## config.mk

```make
export PLATFORM = sky130hd
export DESIGN_NAME = day_count_to_date
export DESIGN_NICKNAME = d
export VERILOG_FILES = /design/src/dctd_pkg.sv /design/src/day_count_to_date.sv /design/src/dctd_seq.sv /design/src/dctd_dp.sv
export SDC_FILE = /design/constraint.sdc
export NUM_CORES = 1
export LEC_CHECK = 0
export ABC_AREA = 1
export BUFFER_PORTS_ARGS = -buffer_cell sky130_fd_sc_hd__buf_4
export CORE_MARGIN = 10
export CORE_UTILIZATION = 56
export DETAILED_ROUTE_END_ITERATION = 12
export HOLD_SLACK_MARGIN = 0.06
export PLACE_DENSITY_LB_ADDON = 0.2
export SYNTH_ARGS = -nofsm -noshare
export SYNTH_HDL_FRONTEND = slang
export SYNTH_SLANG_ARGS = --single-unit
```

## constraint.sdc

```tcl
create_clock -name clk -period 2.65 [get_ports clk]
set_input_delay 0.53 -clock clk [delete_from_list [all_inputs] [get_ports clk]]
set_output_delay 0.53 -clock clk [all_outputs]
set_load 0.005 [all_outputs]
```

## src/dctd_pkg.sv

```systemverilog
`default_nettype none
package dctd_pkg;

	localparam int STEP_W = 3;
	typedef logic [STEP_W-1:0] step_t;

	localparam logic [19:0] CYCLE_DAYS  = 20'd146097;
	localparam logic [12:0] CYCLE_YEARS = 13'd400;
	localparam logic [12:0] BASE_YEAR   = 13'd2000;
	localparam logic [8:0]  YEAR_DAYS   = 9'd365;
	localparam logic [8:0]  LEAP_DAYS   = 9'd366;
	localparam logic [6:0]  CENTURY_END = 7'd99;
	localparam logic [3:0]  LAST_MONTH  = 4'd11;
	localparam logic [3:0]  FEBRUARY    = 4'd1;

	typedef enum logic [2:0] {
		OP_NOP       = 3'd0,
		OP_LOAD      = 3'd1,
		OP_SUB_CYCLE = 3'd2,
		OP_SUB_YEAR  = 3'd3,
		OP_SUB_MONTH = 3'd4,
		OP_EMIT      = 3'd5
	} op_t;

	typedef enum logic [2:0] {
		C_ALWAYS   = 3'd0,
		C_IN       = 3'd1,
		C_GE_CYCLE = 3'd2,
		C_GE_YEAR  = 3'd3,
		C_GE_MONTH = 3'd4,
		C_OUT_FREE = 3'd5
	} cond_t;

	typedef struct packed {
		op_t   op;
		cond_t cond;
		step_t tgt_true;
		step_t tgt_false;
	} uword_t;

	typedef struct packed {
		op_t  op;
		logic fire;
		logic idle;
	} ctrl_t;

	typedef struct packed {
		logic in_valid;
		logic ge_cycle;
		logic ge_year;
		logic ge_month;
		logic out_free;
	} flags_t;

	localparam step_t S_LOAD  = 3'd0;
	localparam step_t S_CYCLE = 3'd1;
	localparam step_t S_YEAR  = 3'd2;
	localparam step_t S_MONTH = 3'd3;
	localparam step_t S_EMIT  = 3'd4;

	function automatic uword_t urom(input step_t a);
		uword_t w;
		unique case (a)
			S_LOAD:  w = '{OP_LOAD,      C_IN,       S_CYCLE, S_LOAD};
			S_CYCLE: w = '{OP_SUB_CYCLE, C_GE_CYCLE, S_CYCLE, S_YEAR};
			S_YEAR:  w = '{OP_SUB_YEAR,  C_GE_YEAR,  S_YEAR,  S_MONTH};
			S_MONTH: w = '{OP_SUB_MONTH, C_GE_MONTH, S_MONTH, S_EMIT};
			S_EMIT:  w = '{OP_EMIT,      C_OUT_FREE, S_LOAD,  S_EMIT};
			default: w = '{OP_NOP,       C_ALWAYS,   S_LOAD,  S_LOAD};
		endcase
		return w;
	endfunction

	function automatic logic [4:0] month_len(input logic [3:0] m, input logic leap);
		logic [4:0] n;
		unique case (m)
			4'd0, 4'd2, 4'd4, 4'd6, 4'd7, 4'd9, 4'd11: n = 5'd31;
			4'd3, 4'd5, 4'd8, 4'd10:                   n = 5'd30;
			FEBRUARY:                                  n = leap ? 5'd29 : 5'd28;
			default:                                   n = 5'd31;
		endcase
		return n;
	endfunction

	// 8 == 1 mod 7: fold octal digits
	function automatic logic [2:0] mod7(input logic [19:0] d);
		logic [5:0] s;
		logic [3:0] s2;
		logic [3:0] r;
		s = 6'(d[2:0]) + 6'(d[5:3]) + 6'(d[8:6]) + 6'(d[11:9])
		  + 6'(d[14:12]) + 6'(d[17:15]) + 6'(d[19:18]);
		s2 = 4'(s[5:3]) + 4'(s[2:0]);
		r = (s2 >= 4'd7) ? s2 - 4'd7 : s2;
		return r[2:0];
	endfunction

endpackage
`default_nettype wire

```

## src/day_count_to_date.sv

```systemverilog
// Steps: load, then subtract 400-year periods (up to 7), years past the period (up to 399)
//   and months (up to 11), then emit once the output register is free.
// A new item is taken only in the load step, which follows emit; the year loop dominates.
// A finished result waits in the output register while the next item is taken.
// Reset: arst_n asynchronous, active low; sequencer returns to load step, output invalid.
`default_nettype none
module day_count_to_date (
	input  wire         clk,
	input  wire         arst_n,
	input  wire         in_valid,
	output logic        in_stall,
	input  wire  [19:0] day_count,
	output logic        out_valid,
	input  wire         out_stall,
	output logic [12:0] year,
	output logic [3:0]  month,
	output logic [4:0]  day_of_month,
	output logic [2:0]  weekday
);

	dctd_pkg::ctrl_t  ctrl;
	dctd_pkg::flags_t flags;

	logic        ge_cycle, ge_year, ge_month;
	logic [12:0] dp_year;
	logic [3:0]  dp_month;
	logic [4:0]  dp_dom;
	logic [2:0]  dp_wd;

	logic        out_valid_q;
	logic [12:0] year_q;
	logic [3:0]  month_q;
	logic [4:0]  dom_q;
	logic [2:0]  wd_q;
	logic        emit;

	assign flags = '{in_valid: in_valid, ge_cycle: ge_cycle, ge_year: ge_year,
		ge_month: ge_month, out_free: !out_valid_q || !out_stall};

	dctd_seq u_seq (
		.clk   (clk),
		.arst_n(arst_n),
		.flags (flags),
		.ctrl  (ctrl)
	);

	dctd_dp u_dp (
		.clk         (clk),
		.ctrl        (ctrl),
		.day_count   (day_count),
		.ge_cycle    (ge_cycle),
		.ge_year     (ge_year),
		.ge_month    (ge_month),
		.year        (dp_year),
		.month       (dp_month),
		.day_of_month(dp_dom),
		.weekday     (dp_wd)
	);

	assign in_stall = !ctrl.idle;
	assign emit     = ctrl.fire && (ctrl.op == dctd_pkg::OP_EMIT);

	always_ff @(posedge clk or negedge arst_n) begin
		if (!arst_n) begin
			out_valid_q <= 1'b0;
		end else if (emit) begin
			out_valid_q <= 1'b1;
		end else if (!out_stall) begin
			out_valid_q <= 1'b0;
		end
	end

	always_ff @(posedge clk) begin
		if (emit) begin
			year_q  <= dp_year;
			month_q <= dp_month;
			dom_q   <= dp_dom;
			wd_q    <= dp_wd;
		end
	end

	assign out_valid    = out_valid_q;
	assign year         = year_q;
	assign month        = month_q;
	assign day_of_month = dom_q;
	assign weekday      = wd_q;

endmodule
`default_nettype wire

```

## src/dctd_seq.sv

```systemverilog
`default_nettype none
module dctd_seq (
	input  wire              clk,
	input  wire              arst_n,
	input  dctd_pkg::flags_t flags,
	output dctd_pkg::ctrl_t  ctrl
);

	dctd_pkg::step_t  step_q;
	dctd_pkg::uword_t uw;
	logic             cond_ok;

	always_comb begin
		uw = dctd_pkg::urom(step_q);
		unique case (uw.cond)
			dctd_pkg::C_ALWAYS:   cond_ok = 1'b1;
			dctd_pkg::C_IN:       cond_ok = flags.in_valid;
			dctd_pkg::C_GE_CYCLE: cond_ok = flags.ge_cycle;
			dctd_pkg::C_GE_YEAR:  cond_ok = flags.ge_year;
			dctd_pkg::C_GE_MONTH: cond_ok = flags.ge_month;
			dctd_pkg::C_OUT_FREE: cond_ok = flags.out_free;
			default:              cond_ok = 1'b0;
		endcase
		ctrl.op   = uw.op;
		ctrl.fire = cond_ok;
		ctrl.idle = (step_q == dctd_pkg::S_LOAD);
	end

	always_ff @(posedge clk or negedge arst_n) begin
		if (!arst_n) begin
			step_q <= dctd_pkg::S_LOAD;
		end else begin
			step_q <= cond_ok ? uw.tgt_true : uw.tgt_false;
		end
	end

endmodule
`default_nettype wire

```

## src/dctd_dp.sv

```systemverilog
`default_nettype none
module dctd_dp (
	input  wire              clk,
	input  dctd_pkg::ctrl_t  ctrl,
	input  wire  [19:0]      day_count,
	output logic             ge_cycle,
	output logic             ge_year,
	output logic             ge_month,
	output logic [12:0]      year,
	output logic [3:0]       month,
	output logic [4:0]       day_of_month,
	output logic [2:0]       weekday
);

	logic [19:0] days_q;
	logic [12:0] year_q;
	logic [1:0]  ymod4_q;
	logic [6:0]  ymod100_q;
	logic [1:0]  cent4_q;
	logic [3:0]  mon_q;
	logic [2:0]  wd_q;

	logic        leap;
	logic [8:0]  ylen;
	logic [4:0]  mlen;

	always_comb begin
		leap     = (ymod4_q == 2'd0) && ((ymod100_q != 7'd0) || (cent4_q == 2'd0));
		ylen     = leap ? dctd_pkg::LEAP_DAYS : dctd_pkg::YEAR_DAYS;
		mlen     = dctd_pkg::month_len(mon_q, leap);
		ge_cycle = days_q >= dctd_pkg::CYCLE_DAYS;
		ge_year  = days_q >= 20'(ylen);
		ge_month = (mon_q != dctd_pkg::LAST_MONTH) && (days_q >= 20'(mlen));
	end

	always_ff @(posedge clk) begin
		if (ctrl.fire) begin
			unique case (ctrl.op)
				dctd_pkg::OP_LOAD: begin
					days_q    <= day_count;
					wd_q      <= dctd_pkg::mod7(day_count);
					year_q    <= dctd_pkg::BASE_YEAR;
					ymod4_q   <= 2'd0;
					ymod100_q <= 7'd0;
					cent4_q   <= 2'd0;
					mon_q     <= 4'd0;
				end
				dctd_pkg::OP_SUB_CYCLE: begin
					days_q <= days_q - dctd_pkg::CYCLE_DAYS;
					year_q <= year_q + dctd_pkg::CYCLE_YEARS;
				end
				dctd_pkg::OP_SUB_YEAR: begin
					days_q  <= days_q - 20'(ylen);
					year_q  <= year_q + 13'd1;
					ymod4_q <= ymod4_q + 2'd1;
					if (ymod100_q == dctd_pkg::CENTURY_END) begin
						ymod100_q <= 7'd0;
						cent4_q   <= cent4_q + 2'd1;
					end else begin
						ymod100_q <= ymod100_q + 7'd1;
					end
				end
				dctd_pkg::OP_SUB_MONTH: begin
					days_q <= days_q - 20'(mlen);
					mon_q  <= mon_q + 4'd1;
				end
				dctd_pkg::OP_NOP, dctd_pkg::OP_EMIT: begin
				end
				default: begin
				end
			endcase
		end
	end

	assign year         = year_q;
	assign month        = mon_q + 4'd1;
	assign day_of_month = days_q[4:0] + 5'd1;
	assign weekday      = wd_q;

endmodule
`default_nettype wire

```

==> flow_summary.yaml <==
synthesis:
  postSynthAreaPerCell_um2: 7.65
  netlist_area_mm2: 0.00648
  synth_async_sr_flop_share_pct: 5.00
  yosys.area.top_type_share_pct: 35.2
  number_of_enable_type_register_cells_in_the_synthesized_netlist: 76
  post_synthesis_share_of_cell_area_spent_on_xor_and_xnor_gates_pct: 2.16
  synth_fa_ha_area_share_pct: 10.6
  synth-compound-area-share_pct: 8.86
  yosys.cell_types.count: 40
  ys_seq_area_share_pct: 36.7
  synth_simple_gate_area_share_pct: 31.4
  synth.area.mux_share_pct: 0
  synth_top_family_by_area: "simple AND/OR/NAND/NOR gates"
  ys_ff_latch: 80
  yosysWarningCount: 0
  synth.net_count: 918
  yosys.area.top_type: "sky130_fd_sc_hd__edfxtp_1"
  yosys_most_used_dff: "sky130_fd_sc_hd__edfxtp_1"
  leading_post_synthesis_cells_by_cell_area: "sky130_fd_sc_hd__edfxtp_1 (35%), sky130_fd_sc_hd__nand2_1 (11%), sky130_fd_sc_hd__inv_1 (7.8%)"
  synthCells: 848
floorplanning:
  placement_rows: 39
  die-height_um: 128
  coreArea_mm2: 0.0114
  num_io_pins: 51
  x_dimension_of_the_die_um: 128
  start_util_pct: 57.0
  design.die.area_mm2: 0.0163
finish:
  antenna_cell_count: 0
  area_growth_pct: 36.4
  filler_cell_count: 758
  nNetsFinal: 1076
  post_layout_nonfiller_instances: 1154
  layout_cells_sized_above_1_pct: 31.9
sta:
  max_freq_ghz: 0.214
  grt_setup_unrepaired: "yes"
  final-setup-viol-count: 64
  skew_ns: 0.00479
  min_period_over_period_pct: 176
  max-slew-margin-rel_pct: 46.0
  min_setup_slack_post_route_ns: -2.02
  setup_total_negative_slack_ns: -34.66
  final.min_clock_period_ns: 4.67
  final_max_slew_viol_count: 0
  timing_hold_violations_final: 0
  worst-slew-pin-transition_ns: 0.809
power_and_ir_drop:
  irDropWorstVdd_v: 0.00188
  power_leakage_nw: 3.98
  total_power_mw: 13.7
  power.density_cell_area_mw_per_mm2: 1550
outcome:
  failed_checks: "negative setup slack"
  run_status: "finished with violations"
place:
  dp_hpwl_um: 14700
  place.detailed.instances: 1095
  number_of_port_buffers: 50
  gpl.final_weighted_congestion: 0.953
routing:
  detail_route.drc_violations: 0
  avgViaCountPerCell: 5.82
  ant_nets: 0
  routed-via-count: 6715
  drt_iter0_markers: 856
  routed_wire_length_per_instance_um: 18.6
  drtPass1Iterations: 8
  drt-total-wl_um: 21500
job:
  max_cap_viol_count: 0
clocking:
  clk-insertion-delay-late_ns: 0.35
  clock_sink_count: 80
  worst_setup_hold_path_clk_slew_ns: 0.07
  clock_tree.root_cell: "sky130_fd_sc_hd__clkbuf_16"
  clockBufferDepth: 2
  cts_inserted_buffers: 9
  htree_num_levels: 3
  cts_tree: "built"
global_route:
  grt-ovfl-total: 0
  via_count_of_the_first_global_routing_pass: 6486
  grtUsageTotal_pct: 24.1
  wire_length_of_the_first_global_routing_pass_um: 31700
  antenna_found_initial: 0
  grt_max_degree: 22
worst_setup_path:
  crit_arrival_ns: 4.78
  worst-setup-path-type: "input port to register"
  worst-endpoint-required_ns: 2.76
  cp-start-kind: "input port"
  timing.critical_path.fanout_max: 3
  endpoint_kind: "register"
min_path:
  hold_path_class: "input port to register"
[layer usage]
layer / track usage, % / part of all wire, % / vias to the layer above
li1: - / - / 3133
met5: 0 / 0 / -
met2: 42.2 / 50 / 366
met4: 9.87 / 4.6 / 0
met3: 3.97 / 7.8 / 89
met1: 28.7 / 38 / 3127
[kinds of logic after synthesis]
logic type / Yosys count
AOI/OAI and AO/OA: 105
xor gates and xnor gates: 16
adders and majority gates: 46
buffers and inverters: 163
DFF: 80
and+or+nand+nor: 438
[cell usage in the layout, fill, tap and decap left out, types with 5 or more instances in the layout]
cell type                    Yosys  routed
sky130_fd_sc_hd__a21oi_2         0       6
sky130_fd_sc_hd__o21ai_2         1       8
sky130_fd_sc_hd__nand3_1        96      83
sky130_fd_sc_hd__clkbuf_16       0      11
sky130_fd_sc_hd__o21ai_0        46      33
sky130_fd_sc_hd__nand4_1        29      29
sky130_fd_sc_hd__nand2_2         6      13
sky130_fd_sc_hd__fa_1           15      12
sky130_fd_sc_hd__ha_4            0       8
sky130_fd_sc_hd__inv_1         135     114
sky130_fd_sc_hd__nor2_1         73      65
sky130_fd_sc_hd__buf_4           3     130
sky130_fd_sc_hd__clkinvlp_4      0       6
sky130_fd_sc_hd__ha_1           31      18
sky130_fd_sc_hd__nand2_1       186     164
sky130_fd_sc_hd__a21oi_1        36      29
sky130_fd_sc_hd__nand3_2         0      11
sky130_fd_sc_hd__inv_2           8      19
sky130_fd_sc_hd__edfxtp_1       76      76
sky130_fd_sc_hd__buf_6           4      28
sky130_fd_sc_hd__nor2_4          4       8
sky130_fd_sc_hd__nor3_1         15      13
sky130_fd_sc_hd__nand2_4         5      16
sky130_fd_sc_hd__nor2_2          6      10
sky130_fd_sc_hd__o21ai_1         5       9
sky130_fd_sc_hd__ha_2            0       5
sky130_fd_sc_hd__xor2_1         13      12
[cells in the mapped netlist (all sizes together) (8+ instances only)]
library cell / instances
ha: 31
inv: 143
nor3: 16
edfxtp: 76
nor2: 83
nand4: 30
buf: 17
a21oi: 36
xor2: 13
fa: 15
o21ai: 52
or2: 8
nand3: 96
nand2: 197
[path summary, 6_finish.rpt]
kind | start | endpoint | slack, ns | cells past startpoint
setup / recovery | day_count[3] | u_dp.weekday[0] | -2.02 | 21
hold / removal | out_stall | out_valid | 0.44 | 3
setup reg to reg | u_dp.mon_q[0] | u_dp.days_q[3] | -0.65 | 17
hold reg to reg | u_dp.year[1] | year[1] | 0.49 | 0
max in group asynchronous | arst_n | u_seq.step_q[1] | 2.03 | 2
min in group asynchronous | arst_n | out_valid | 0.51 | 2
[state kept, by name (all words and copies together), names as in the netlist, 3 cells and up]
name	flops
year	13
u_dp.weekday	3
u_dp.days_q	20
u_dp.year	13
day_of_month	5
month	4
u_dp.ymod100_q	7
u_seq.step_q	3
u_dp.mon_q	4
weekday	3
[layout make-up]
type                       instances  area [um^2]  share of cell area (%)
timing repair inverter             2         15.0                   0.170
timing repair buffer             165         1420                    16.1
multi-input combinational        605         3960                    44.8
clock inverter                     5         63.8                   0.722
sequential                        80         2380                    26.9
tap                              143          179                    2.02
clock buffer                      11          243                    2.75
inverter                         143          573                    6.48
[repair_timing]
| action | in CTS | in global routing |
|---|---|---|
| resized for setup | 74 | 100 |
| pin swaps | 34 | 49 |
| hold endpoints to repair | 4 | 0 |
| setup endpoints to repair | 65 | 70 |
| hold buffers | 1 | 0 |
| cloned | 2 | 3 |
| buffers inserted | 25 | 27 |
[where the power goes]
part           total (mW)  internal [mW]  leakage, nW  switching (mW)
Combinational        9.28           3.92         3.06            5.36
Clock                1.32          0.763        0.146           0.559
Sequential           3.08           2.40        0.775           0.672
[worst max-delay path, cell delays in order]
cell                      delay, ns
sky130_fd_sc_hd__buf_8         0.10
sky130_fd_sc_hd__ha_4          0.15
sky130_fd_sc_hd__fa_2          0.51
sky130_fd_sc_hd__inv_1         0.06
sky130_fd_sc_hd__fa_1          0.48
sky130_fd_sc_hd__inv_1         0.05
sky130_fd_sc_hd__fa_1          0.49
sky130_fd_sc_hd__fa_1          0.44
sky130_fd_sc_hd__ha_1          0.31
sky130_fd_sc_hd__nand3_2       0.06
sky130_fd_sc_hd__and2_4        0.14
sky130_fd_sc_hd__xor2_1        0.14
sky130_fd_sc_hd__inv_1         0.06
sky130_fd_sc_hd__ha_2          0.18
sky130_fd_sc_hd__inv_2         0.04
sky130_fd_sc_hd__fa_1          0.51
sky130_fd_sc_hd__inv_2         0.06
sky130_fd_sc_hd__ha_4          0.16
sky130_fd_sc_hd__nand2_2       0.06
sky130_fd_sc_hd__nand2_2       0.07
sky130_fd_sc_hd__xor2_1        0.17
[stage by stage]
| stage | hold WS (ns) | instance area, um^2 | worst slack, ns | utilization [%] |
|---|---|---|---|---|
| global placement | 0.334 | 7550 | -2.52 | 66.4 |
| detailed placement | 0.334 | 7550 | -2.64 | 66.4 |
| global route | 0.481 | 8840 | -2.17 | 77.8 |
| finish | 0.440 | 8840 | -2.02 | 77.8 |
| CTS | 0.445 | 8280 | -2.08 | 72.9 |
| floorplan | 0.234 | 6550 | -2.21 | - |
Note: power is estimated with default switching activity, not from simulation.
